**config.mk**
```make
export PLATFORM = sky130hd
export DESIGN_NAME = stop_and_wait_reply_controller
export DESIGN_NICKNAME = d
export VERILOG_FILES = /design/src/rtl/core/swr_pkg.sv /design/src/rtl/core/stop_and_wait_reply_controller.sv /design/src/rtl/core/swr_decide.sv
export SDC_FILE = /design/constraint.sdc
export NUM_CORES = 1
export LEC_CHECK = 0
export BUFFER_PORTS_ARGS = -buffer_cell sky130_fd_sc_hd__buf_4
export CORE_UTILIZATION = 45
export DETAILED_ROUTE_END_ITERATION = 16
export GPL_TIMING_DRIVEN = 0
export SLEW_MARGIN = 25
export SYNTH_ARGS = -nofsm -noshare
export SYNTH_HDL_FRONTEND = slang
export SYNTH_SLANG_ARGS = --single-unit
```
**constraint.sdc**
```tcl
create_clock -name clock -period 6.55 [get_ports clock]
set_clock_uncertainty 0.15 [all_clocks]
set_input_delay 0 -clock clock [delete_from_list [all_inputs] [get_ports clock]]
set_output_delay 0 -clock clock [all_outputs]
set_load 0.02 [all_outputs]
```
**src/rtl/core/swr_pkg.sv**
```systemverilog
// Shared types and constants for the stop-and-wait reply controller.
// No dependencies; every module of the block imports this package.
package swr_pkg;

   localparam int unsigned CSR_INDEX_W = 3;
   localparam logic [8:0]  COUNT_MAX   = 9'd511;

   typedef enum logic [CSR_INDEX_W-1:0] {
      CSR_CODE_NONE        = 3'd0,
      CSR_CODE_READ_SENSOR = 3'd1,
      CSR_CODE_ABORT       = 3'd2,
      CSR_CODE_HUMID_TEMP  = 3'd3,
      CSR_CODE_GAS         = 3'd4
   } swr_csr_index_type;

   typedef enum logic [1:0] {
      ACT_NONE   = 2'd0,
      ACT_SEND   = 2'd1,
      ACT_RESEND = 2'd2,
      ACT_ABORT  = 2'd3
   } swr_action_type;

   typedef enum logic {
      FUNC_MESSAGE = 1'b0,
      FUNC_TIMER   = 1'b1
   } swr_func_type;

   typedef struct packed {
      logic [0:0] func;
      logic [7:0] request;
      logic [7:0] sequence_req;
      logic [7:0] fail_limit;
      logic [7:0] ack_flag;
      logic [7:0] sensor_type;
      logic [7:0] check_value;
      logic [0:0] sensor_ok;
   } swr_req_type;

   typedef struct packed {
      swr_action_type action;
      logic [7:0]     send_type;
      logic [7:0]     send_seq;
      logic [0:0]     timer_start;
      logic [0:0]     timer_stop;
   } swr_rsp_type;

   typedef struct packed {
      logic [7:0] code_none;
      logic [7:0] code_read_sensor;
      logic [7:0] code_abort;
      logic [7:0] code_humid_temp;
      logic [7:0] code_gas;
   } swr_cfg_type;

   typedef struct packed {
      logic       waiting_ack;
      logic [7:0] pending_seq;
      logic [7:0] pending_type;
      logic [8:0] timeout_count;
      logic [7:0] timeout_limit;
   } swr_state_type;

endpackage

```
**src/rtl/core/stop_and_wait_reply_controller.sv**
```systemverilog
// Top level of the stop-and-wait reply controller: code registers, exchange
// state, result register and skid stage. Depends on swr_pkg and swr_decide.
//
//   channel   direction   handshake            payload
//   req_      in          req_valid/req_stall  swr_req_type
//   rsp_      out         rsp_valid/rsp_stall  swr_rsp_type
//   csr_      in          csr_valid/csr_ready  csr_index, csr_wdata
//
// One request per cycle while req_stall is low; its result is registered in the
// result register, or in the skid stage when the output is stalled. The state
// update is a single combinational pass (swr_decide). reset clears the exchange
// state and valid flags and restores the default codes. A stalled result parks
// one more result in the skid stage; req_stall rises only when that stage is full.
module stop_and_wait_reply_controller import swr_pkg::*; (
   input  logic                   clock,
   input  logic                   reset,
   input  logic                   req_valid,
   output logic                   req_stall,
   input  swr_req_type            req_data,
   output logic                   rsp_valid,
   input  logic                   rsp_stall,
   output swr_rsp_type            rsp_data,
   input  logic                   csr_valid,
   output logic                   csr_ready,
   input  logic [CSR_INDEX_W-1:0] csr_index,
   input  logic [7:0]             csr_wdata
);

   swr_cfg_type   cfg_ff,   cfg_in;
   swr_state_type state_ff, state_in;
   swr_state_type state_calc;
   swr_rsp_type   result;
   swr_rsp_type   out_ff,   out_in;
   swr_rsp_type   skid_ff,  skid_in;
   logic          out_valid_ff,  out_valid_in;
   logic          skid_valid_ff, skid_valid_in;
   logic          req_acc;
   logic          rsp_acc;

   swr_decide u_decide (
      .item       (req_data),
      .state      (state_ff),
      .cfg        (cfg_ff),
      .result     (result),
      .state_next (state_calc)
   );

   assign req_stall = skid_valid_ff;
   assign req_acc   = req_valid && !skid_valid_ff;
   assign rsp_valid = out_valid_ff;
   assign rsp_data  = out_ff;
   assign rsp_acc   = out_valid_ff && !rsp_stall;
   assign csr_ready = 1'b1;

   always_comb begin
      cfg_in = cfg_ff;
      if (csr_valid) begin
         case (csr_index)
            CSR_CODE_NONE:        cfg_in.code_none        = csr_wdata;
            CSR_CODE_READ_SENSOR: cfg_in.code_read_sensor = csr_wdata;
            CSR_CODE_ABORT:       cfg_in.code_abort       = csr_wdata;
            CSR_CODE_HUMID_TEMP:  cfg_in.code_humid_temp  = csr_wdata;
            CSR_CODE_GAS:         cfg_in.code_gas         = csr_wdata;
            default:              cfg_in = cfg_ff;
         endcase
      end
   end

   always_comb begin
      state_in      = req_acc ? state_calc : state_ff;
      out_in        = out_ff;
      out_valid_in  = out_valid_ff;
      skid_in       = skid_ff;
      skid_valid_in = skid_valid_ff;
      if (!out_valid_ff || rsp_acc) begin
         // output slot frees: drain skid first, else take the new request
         if (skid_valid_ff) begin
            out_in        = skid_ff;
            out_valid_in  = 1'b1;
            skid_valid_in = 1'b0;
         end else if (req_acc) begin
            out_in       = result;
            out_valid_in = 1'b1;
         end else begin
            out_valid_in = 1'b0;
         end
      end else if (req_acc) begin
         skid_in       = result;
         skid_valid_in = 1'b1;
      end
   end

   always_ff @(posedge clock) begin
      if (reset) begin
         cfg_ff        <= '{code_none: 8'd0, code_read_sensor: 8'd1, code_abort: 8'd2,
                            code_humid_temp: 8'd0, code_gas: 8'd1};
         state_ff      <= '0;
         out_valid_ff  <= 1'b0;
         skid_valid_ff <= 1'b0;
      end else begin
         cfg_ff        <= cfg_in;
         state_ff      <= state_in;
         out_valid_ff  <= out_valid_in;
         skid_valid_ff <= skid_valid_in;
      end
   end

   always_ff @(posedge clock) begin
      out_ff  <= out_in;
      skid_ff <= skid_in;
   end

endmodule

```
**src/rtl/core/swr_decide.sv**
```systemverilog
// Protocol decision logic: result and next exchange state for one request.
// Purely combinational; depends on swr_pkg.
module swr_decide import swr_pkg::*; (
   input  swr_req_type   item,
   input  swr_state_type state,
   input  swr_cfg_type   cfg,
   output swr_rsp_type   result,
   output swr_state_type state_next
);

   logic [9:0] sum;
   logic       check_ok;
   logic [8:0] count_inc;
   logic       is_ht;
   logic       is_gas;
   logic       pend_known;
   logic       typ_known;

   assign sum = {2'b00, item.request} + {2'b00, item.sequence_req}
              + {2'b00, item.fail_limit} + {2'b00, item.ack_flag};
   assign check_ok  = (sum == {2'b00, item.check_value});
   assign count_inc = (state.timeout_count < COUNT_MAX) ?
                      state.timeout_count + 9'd1 : state.timeout_count;
   assign is_ht      = (item.sensor_type == cfg.code_humid_temp);
   assign is_gas     = (item.sensor_type == cfg.code_gas);
   assign typ_known  = is_ht || is_gas;
   assign pend_known = (state.pending_type == cfg.code_humid_temp)
                    || (state.pending_type == cfg.code_gas);

   always_comb begin
      result     = '{action: ACT_NONE, send_type: 8'd0, send_seq: 8'd0,
                     timer_start: 1'b0, timer_stop: 1'b0};
      state_next = state;
      if (item.func == FUNC_TIMER) begin
         if (state.waiting_ack) begin
            state_next.timeout_count = count_inc;
            if (count_inc > {1'b0, state.timeout_limit}) begin
               result.action       = ACT_ABORT;
               result.send_seq     = state.pending_seq;
               result.timer_stop   = 1'b1;
               state_next.waiting_ack = 1'b0;
            end else if (pend_known) begin
               result.action    = ACT_SEND;
               result.send_type = state.pending_type;
               result.send_seq  = state.pending_seq;
            end
         end
      end else if (!state.waiting_ack) begin
         if (!check_ok) begin
            result.action = ACT_RESEND;
         end else if (item.request == cfg.code_read_sensor && typ_known) begin
            // type is latched even when the humidity read fails
            state_next.pending_type = item.sensor_type;
            if (is_gas || item.sensor_ok[0] || !is_ht) begin
               if (!is_ht || item.sensor_ok[0]) begin
                  state_next.pending_seq   = item.sequence_req;
                  state_next.timeout_count = 9'd0;
                  state_next.timeout_limit = item.fail_limit;
                  state_next.waiting_ack   = 1'b1;
                  result.action      = ACT_SEND;
                  result.send_type   = item.sensor_type;
                  result.send_seq    = item.sequence_req;
                  result.timer_start = 1'b1;
               end
            end
         end
      end else begin
         if (!check_ok) begin
            result.action      = ACT_RESEND;
            result.timer_start = 1'b1;
         end else if (item.request == cfg.code_none && item.ack_flag != 8'd0) begin
            result.timer_stop      = 1'b1;
            state_next.waiting_ack = 1'b0;
         end else if (item.ack_flag == 8'd0 || item.request == cfg.code_read_sensor) begin
            if (typ_known) begin
               result.action    = ACT_SEND;
               result.send_type = item.sensor_type;
               result.send_seq  = state.pending_seq;
            end
            result.timer_start       = 1'b1;
            state_next.timeout_count = 9'd0;
         end else if (item.request == cfg.code_abort) begin
            result.timer_stop      = 1'b1;
            state_next.waiting_ack = 1'b0;
         end
      end
   end

endmodule

```
==> metrics.yaml, run 1 <==
outcome:
  status: "finished, final reports clean"
synthesis:
  synth_edf_count: 40
  syn_area_per_cell_sq_um: 8.97
  synth.largest_area_cell: "dfxtp_1"
  synth_top_area_share: 0.227
  netlist_top_cells_area: "dfxtp_1 (23%), edfxtp_1 (18%), nand2_1 (8.1%)"
  synthArstFlopShare: 0
  synthesis.area_sq_um: 6720
  synthesis.nets: 850
  ys_warn_count: 0
  ys_seq_elements: 116
  ys.flop_type: "dfxtp_1"
  syn-instance-count: 749
  synthDistinctLibCells: 60
  yosysSeqAreaShare: 0.405
layout:
  nets: 1002
  instances_no_fill: 1098
  drive_above_1_share: 0.155
  final_core_util: 0.597
  diodes: 0
  layout_common_cells: "nand2_1 (145), buf_4 (88), dfxtp_1 (76)"
  areaGrowthSynthToFinish_pct: 29.3
  layout_commonest_cell: "nand2_1"
floorplan:
  die_w_um: 124
  core_sq_um: 14500
  die_height_um: 124
  start_util: 0.462
  rows: 44
  num_io_pins: 89
  die-area_sq_um: 15400
timing:
  maxSlewViolCount: 0
  max_slew_margin: 0.340
  hold_violations: 0
  finalSetupViolations: 0
  worstMarginPinSlew_ns: 0.983
  period_share: 0.752
  min_period_ns: 4.92
  finalSetupTns_ns: 0
  rsz0062_at_grt: "no"
  fmax_mhz: 203
pwr:
  seqPwrFrac: 0.356
  ir_drop_uv: 186
  switching_power_mw: 0.592
  power_frac_clock: 0.445
  switching_share: 0.274
  combPwrFrac: 0.199
  p_leak_nw: 3.55
  p_per_area_nw_per_um2: 249
  intPower_mw: 1.57
global_route:
  grt_pass1_wl_um: 27800
  antenna_found_initial: 0
  grt_pass1_vias: 5485
  grt_use_total: 0.242
  grt.overflow.total: 0
  grt_max_degree: 17
worst_setup_path:
  path_max_fanout: 10
  worstRegToRegCells: 15
  end_kind: "flip-flop"
  crit_type: "primary input to flip-flop"
  start_kind: "primary input"
  crit_arrival_ns: 5.06
  critPathRequiredTime_ns: 6.68
drt:
  routed_via_density: 5.37
  drc_errors: 0
  routed_wl_um: 17800
  drtAntennaViolNets: 0
  via_count: 5891
  drt_iter0_markers: 420
  wire_per_inst_um: 16.2
  drt_first_pass_iters: 6
hold_path:
  hold_class: "primary input to flip-flop"
  worstHoldPathCells: 5
clock_tree:
  cts_sinks: 116
  cts_tree: "built"
  cts_max_level: 4
  cts_resized: 0
  numCtsBuffers: 17
  clk_pin_slew_ns: 0.05
  clockBufferDepth: 2
  root_buffer: "clkbuf_16"
  clk_latency_ns: 0.42
flow_run:
  max_cap_viol_count: 0
placed_design:
  portBuffers: 87
  dp.cells: 1022
  place.gp.congestion: 0.877
  hpwl_um: 13400
path summary, 6_finish.rpt:
kind	from	end	slack, ns
setup / recovery	req_data[33]	state_ff[2]$_SDFFE_PP0P_	1.63
hold / removal	csr_valid	cfg_ff[6]$_SDFFE_PP0P_	0.07
setup reg to reg	state_ff[11]$_SDFFE_PP0P_	rsp_data[13]$_DFFE_PP_	2.02
hold reg to reg	cfg_ff[37]$_SDFFE_PP0P_	cfg_ff[37]$_SDFFE_PP0P_	0.32
critical path: stages:
cell and delay [ns]:
dlygate4sd3_1 0.54, buf_4 0.14, ha_1 0.17, inv_1 0.05
fa_1 0.39, nor2b_1 0.12, o21ai_0 0.10, a21boi_0 0.18
o21ai_0 0.09, nand2b_1 0.11, xnor2_1 0.09, fa_1 0.49
inv_1 0.04, ha_1 0.34, nand3b_1 0.15, o211ai_1 0.14
a2111oi_4 0.45, nand4_4 0.27, nor4_4 0.64, buf_6 0.26
mux2i_1 0.20, nor2_1 0.06
cell type report:
type | count | area [sq um]
fill | 1337 | 5850
multi-input combinational | 558 | 3700
sequential | 116 | 2720
timing repair buffer | 133 | 1120
clock buffer | 17 | 425
tap | 184 | 230
inverter | 53 | 199
clock inverter | 15 | 189
buffer | 22 | 95.1
state kept, by name (all words and copies together) (netlist names):
name	count
cfg_ff	40
req_stall	1
rsp_data	20
rsp_valid	1
skid_ff	20
state_ff	34
per-stage QoR:
step	hold slack [ns]	power (mW)	worst slack (ns)	cell area, sq um
after global routing	0.0953	2.26	1.27	8680
after CTS	0.0490	2.18	1.62	8680
after floorplan	-0.0289	1.06	2.48	6720
after global placement	0.101	1.18	1.82	7600
final	0.0712	2.16	1.63	8680
after detailed placement	0.108	1.19	1.75	7630
logic make-up after synthesis:
group,share of synthesized area
simple gates,0.198
compound gates,0.136
flops,0.405
xor+xnor,0.0991
buf+inv,0.0438
fa+ha+maj,0.0764
mux,0.0408
other cells,0.000558
metal layers:
layer,vias up,part of all wire,GRT usage
met1,2810,0.47,0.324
li1,2899,-,-
met2,161,0.47,0.384
met4,0,0.014,0.0878
met3,21,0.051,0.0513
met5,-,0,0
cell usage after synthesis (all sizes together), types with 18 or more instances:
cell / n
nor2: 49
nand2: 145
edfxtp: 40
o21ai: 19
nand3: 18
dfxtp: 76
ha: 25
mux2i: 24
a21oi: 58
xor2: 47
clkbuf: 19
inv: 52
xnor2: 29
power groups by stage:
stage / logic [mW] / clock network, mW / registers [mW]
CTS: 0.427 / 0.979 / 0.770
detailed placement: 0.406 / 0 / 0.785
global placement: 0.394 / 0 / 0.784
global route: 0.471 / 1.01 / 0.772
floorplan: 0.268 / 0 / 0.794
finish: 0.430 / 0.964 / 0.770
timing repair:
action,4_1_cts,5_1_grt
buffers inserted,0,0
hold buffers,44,0
hold endpoints to repair,124,0
setup endpoints to repair,0,0
Power figures use the tool's default switching activity.
==> run 2, diff against run 1 <==
--- a/config.mk
+++ b/config.mk
@@ -5,6 +5,7 @@
 export SDC_FILE = /design/constraint.sdc
 export NUM_CORES = 1
 export LEC_CHECK = 0
+export ABC_AREA = 1
 export BUFFER_PORTS_ARGS = -buffer_cell sky130_fd_sc_hd__buf_4
 export CORE_UTILIZATION = 45
 export DETAILED_ROUTE_END_ITERATION = 16
==> constraint.sdc (replaced) <==
create_clock -name clock -period 5 [get_ports clock]
set_clock_uncertainty 0.15 [all_clocks]
set_input_delay 0 -clock clock [delete_from_list [all_inputs] [get_ports clock]]
set_output_delay 0 -clock clock [all_outputs]
set_load 0.02 [all_outputs]
==> metrics.yaml, run 2 <==
synthesis:
  synth.most_common_cell: "nand2_1"
  ys.flop_type: "dfxtp_1"
  syn-instance-count: 951
  synthAdderAreaFrac: 0.0721
  synth-compound-area-share: 0.0925
  ys_warn_count: 0
  synth.largest_area_cell: "dfxtp_1"
  netlist_top_cells_area: "dfxtp_1 (21%), edfxtp_1 (17%), nand2_1 (11%)"
  netlist_top_cells_count: "nand2_1 (205), inv_1 (127), nor2_1 (117)"
  synthesis.nets: 1052
  synth_top_family_by_area: "simple AND/OR/NAND/NOR gates"
  synth_edf_count: 40
  synthArstFlopShare: 0
  synth_xor_area_frac: 0.0726
  synth_mux_area_frac: 0
  ys_seq_elements: 116
  synth_top_area_share: 0.214
  syn_area_per_cell_sq_um: 7.48
  yosysSeqAreaShare: 0.383
  synthesis.area_sq_um: 7120
  synthDistinctLibCells: 38
  synth-simple-area-share: 0.292
clock_tree:
  clk_pin_slew_ns: 0.05
  numCtsBuffers: 17
  cts_max_level: 4
  clk_latency_ns: 0.42
  clockBufferDepth: 2
  cts_sinks: 116
  post_cts_buffers: 0
  postCtsHoldBufs: 46
  cts_resized: 0
  root_buffer: "clkbuf_16"
  cts_tree: "built"
pwr:
  p_per_area_nw_per_um2: 311
  switching_power_mw: 0.807
  seqPwrFrac: 0.358
  p_leak_nw: 4.22
  switching_share: 0.284
  intPower_mw: 2.03
  ir_drop_uv: 231
  power_frac_clock: 0.427
  combPwrFrac: 0.214
timing:
  finalSetupTns_ns: 0
  whs_ns: 0.0324
  max_slew_margin: 0.522
  setup_ws_ns: 0.649
  finalSetupViolations: 0
  worstMarginPinSlew_ns: 0.713
  hold_violations: 0
  rsz0062_at_grt: "no"
  min_period_ns: 4.35
  fmax_mhz: 230
  maxSlewViolCount: 0
  period_share: 0.870
layout:
  layout_common_cells: "nand2_1 (205), inv_1 (127), nor2_1 (117)"
  nets: 1207
  largest-register: "cfg_ff"
  top_regs: "cfg_ff x40, state_ff x34"
  instances_no_fill: 1330
  areaGrowthSynthToFinish_pct: 28.2
  diodes: 0
  drive_above_1_share: 0.153
  largest_register_ff_count: 40
  fillers: 1479
  layout_commonest_cell: "nand2_1"
placed_design:
  portBuffers: 86
  dp.cells: 1252
  place.gp.congestion: 0.795
  hpwl_um: 13500
  dp_slack_ns: 0.846
drt:
  drtAntennaViolNets: 0
  drt_first_pass_iters: 5
  wire_per_inst_um: 13.6
  routed_wl_um: 18100
  drc_errors: 0
  routed_via_density: 4.79
  via_count: 6374
  drt_iter0_markers: 269
floorplan:
  start_util: 0.465
  num_io_pins: 89
  die_w_um: 128
  die_height_um: 128
  rows: 45
  die-area_sq_um: 16300
  core_sq_um: 15300
flow_run:
  max_cap_viol_count: 0
hold_path:
  hold_path_startpoint: "req_data[6]"
  hold_class: "primary input to flip-flop"
  holdPathEnd: "state_ff[33]$_SDFFE_PP0P_"
  worstHoldPathCells: 7
worst_setup_path:
  crit_type: "primary input to flip-flop"
  critPathRequiredTime_ns: 5.00
  crit_arrival_ns: 4.35
  worstRegToRegCells: 23
  cp_common_cell: "nand2_1"
  end_kind: "flip-flop"
  r2r_slack_ns: 1.79
  critPathMaxStageDelay_ns: 0.53
  start_kind: "primary input"
  reg2reg_to: "rsp_data[8]$_DFFE_PP_"
  crit_path_top_delay_cell: "dlygate4sd3_1"
  path_max_fanout: 10
  r2r_start: "state_ff[10]$_SDFFE_PP0P_"
global_route:
  grt_max_degree: 17
  grt_pass1_vias: 6046
  grt_use_total: 0.237
  grt_pass1_wl_um: 29900
  antenna_found_initial: 0
  grt.overflow.total: 0
outcome:
  status: "finished, final reports clean"
## run 2: power groups by stage
stage	combinational, mW	clock (mW)	sequential [mW]
global route	0.699	1.27	1.02
finish	0.609	1.21	1.02
detailed placement	0.580	0	1.04
global placement	0.571	0	1.04
floorplan	0.394	0	1.05
CTS	0.611	1.23	1.02
## run 2: cell families after synthesis
logic type	after synthesis
other	1
adder cells (fa/ha/maj)	35
flip-flops	116
XOR/XNOR	59
AO/OA/AOI/OAI	120
AND/OR/NAND/NOR	468
buffers and inverters	152
## run 2: worst max path at each step
stage	cells past startpoint	endpoint	slack, ns	start
floorplan	23	rsp_data[18]$_DFFE_PP_	1.42	req_data[33]
global placement	25	rsp_data[1]$_DFFE_PP_	0.85	req_data[41]
detailed placement	22	rsp_data[1]$_DFFE_PP_	0.85	req_data[33]
CTS	23	rsp_data[1]$_DFFE_PP_	0.71	req_data[33]
global route	25	state_ff[10]$_SDFFE_PP0P_	0.38	req_data[33]
finish	26	rsp_data[1]$_DFFE_PP_	0.65	req_data[33]
## run 2: stage by stage
step                utilization  power, mW  cell area [sq um]
detailed placement        0.527       1.62               8070
finish                    0.596       2.84               9130
global route              0.596       2.99               9130
CTS                       0.596       2.86               9130
global placement          0.524       1.61               8030
floorplan                     -       1.44               7120
## run 2: final cells by class
cell class,instances,area [sq um],area share
Inverter,129,484,0.0531
Timing Repair Buffer,136,1140,0.125
Multi-Input combinational cell,683,3780,0.414
Buffer,23,139,0.0152
Tap cell,211,264,0.0289
Clock inverter,6,65.1,0.00713
Clock buffer,26,532,0.0583
Sequential cell,116,2720,0.298
## run 2: per-layer routing
metal  vias up  GRT usage  share of wire
li1       3380          -              -
met1      2838      0.320           0.50
met2       130      0.379           0.45
met3        26     0.0417          0.034
met4         0     0.0872          0.020
met5         -          0              0
## run 2: worst max-delay path, delay by kind of cell
kind / cells / cell delay [ns]
xor gates and xnor gates: 1 / 0.13
AOI/OAI and AO/OA: 4 / 0.79
buffers and inverters: 7 / 1.08
and+or+nand+nor: 10 / 0.92
adders and majority gates: 4 / 1.41
==> run 3, diff against run 2 <==
--- a/config.mk
+++ b/config.mk
@@ -10,6 +10,7 @@
 export CORE_UTILIZATION = 45
 export DETAILED_ROUTE_END_ITERATION = 16
 export GPL_TIMING_DRIVEN = 0
+export PLACE_DENSITY = 0.7
 export SLEW_MARGIN = 25
 export SYNTH_ARGS = -nofsm -noshare
 export SYNTH_HDL_FRONTEND = slang
==> metrics.yaml, run 3 (synthesized netlist as in run 2, its figures left out) <==
worst_setup_path:
  start_kind: "primary input"
  path_max_fanout: 10
  crit_path_top_delay_cell: "dlygate4sd3_1"
  crit_arrival_ns: 4.32
  end_kind: "flip-flop"
  crit_buf_inv: 7
  crit_family: "adder cells"
  crit_type: "primary input to flip-flop"
  critPathMaxStageDelay_ns: 0.52
  critPathRequiredTime_ns: 5.00
  cp_common_cell: "nand2_1"
drt:
  drc_errors: 0
  drt_iter0_markers: 371
  routed_via_density: 4.87
  drtAntennaViolNets: 0
  via_count: 6486
  routed_wl_um: 17700
  wire_per_inst_um: 13.3
  drt_first_pass_iters: 5
placed_design:
  portBuffers: 86
  dp.cells: 1251
  place.gp.congestion: 0.863
  hpwl_um: 13200
floorplan:
  core_sq_um: 15300
  start_util: 0.465
  die-area_sq_um: 16300
  die_w_um: 128
  num_io_pins: 89
  rows: 45
  die_height_um: 128
timing:
  finalSetupViolations: 0
  maxSlewViolCount: 0
  fmax_mhz: 231
  worstMarginPinSlew_ns: 0.812
  period_share: 0.864
  hold_violations: 0
  whs_ns: 0.0139
  rsz0062_at_grt: "no"
  min_period_ns: 4.32
  max_slew_margin: 0.455
  finalSetupTns_ns: 0
global_route:
  grt_max_degree: 17
  grt_pass1_vias: 6085
  antenna_found_initial: 0
  grt_use_total: 0.230
  grt.overflow.total: 0
  grt_pass1_wl_um: 29100
clock_tree:
  post_cts_buffers: 0
  clk_latency_ns: 0.42
  clk_pin_slew_ns: 0.05
  cts_resized: 0
  root_buffer: "clkbuf_16"
  postCtsHoldBufs: 49
  cts_max_level: 4
  numCtsBuffers: 17
  clockBufferDepth: 2
  cts_sinks: 116
  cts_tree: "built"
layout:
  layout_common_cells: "nand2_1 (205), inv_1 (127), nor2_1 (117)"
  largest_register_ff_count: 40
  layout_commonest_cell: "nand2_1"
  drive_above_1_share: 0.155
  largest-register: "cfg_ff"
  diodes: 0
  instances_no_fill: 1332
  final_core_util: 0.604
  areaGrowthSynthToFinish_pct: 29.9
  nets: 1209
  top_regs: "cfg_ff x40, state_ff x34"
outcome:
  status: "finished, final reports clean"
pwr:
  p_leak_nw: 4.28
  seqPwrFrac: 0.339
  p_per_area_nw_per_um2: 325
  switching_share: 0.268
  intPower_mw: 2.20
  ir_drop_uv: 240
  power_frac_clock: 0.459
  switching_power_mw: 0.806
  combPwrFrac: 0.201
flow_run:
  max_cap_viol_count: 0
hold_path:
  hold_class: "primary input to flip-flop"
-- run 3: changes by cell type in the layout (fill, tap and decap cells not counted), sizes merged --
cell	before	now
clkinvlp	1	2
inv	128	130
dlygate4sd3	46	49
clkinv	5	2
bufinv	1	3
clkbuf	38	36
buf	101	100
-- run 3: worst reg2reg max path: cells and delay by family, from the launching register on --
kind            cells  cell delay, ns
fa+ha+maj           1            0.28
simple gates       19            2.01
buf+inv             1            0.05
compound gates      1            0.20
flops               1            0.37
-- run 3: path summary, 6_finish.rpt --
check	endpoint	from	cells after the start	slack, ns
max	rsp_data[1]$_DFFE_PP_	req_data[33]	26	0.68
min	state_ff[33]$_SDFFE_PP0P_	req_data[6]	7	0.01
max reg2reg	rsp_data[17]$_DFFE_PP_	state_ff[10]$_SDFFE_PP0P_	22	1.83
min reg2reg	state_ff[2]$_SDFFE_PP0P_	state_ff[2]$_SDFFE_PP0P_	2	0.31
-- run 3: area by class of cell --
class | instances | area [sq um]
buffer | 23 | 139
clock buffer | 24 | 567
clock inverter | 8 | 125
fill | 1410 | 6070
inverter | 129 | 484
multi-input combinational | 683 | 3780
sequential | 116 | 2720
tap | 211 | 264
timing repair buffer | 138 | 1170
-- run 3: power groups by stage --
stage               Clock [mW]  Combinational (mW)  Sequential (mW)
floorplan                    0               0.394             1.05
global placement             0               0.562             1.04
detailed placement           0               0.574             1.04
CTS                       1.39               0.606             1.02
global route              1.44               0.686             1.02
finish                    1.38               0.605             1.02
-- run 3: stage by stage --
| stage | total power [mW] | setup WS [ns] | area (sq um) |
|---|---|---|---|
| CTS | 3.02 | 0.693 | 9250 |
| floorplan | 1.44 | 1.42 | 7120 |
| global placement | 1.60 | 0.876 | 8030 |
| finish | 3.00 | 0.679 | 9250 |
| global route | 3.15 | 0.364 | 9250 |
| detailed placement | 1.61 | 0.829 | 8060 |
-- run 3: metal layers --
layer / vias to the layer above / wire [um] / GRT usage
li1: 3385 / - / -
met2: 145 / 8150 / 0.375
met1: 2933 / 8490 / 0.303
met5: - / 0 / 0
met3: 23 / 679 / 0.0409
met4: 0 / 333 / 0.0886
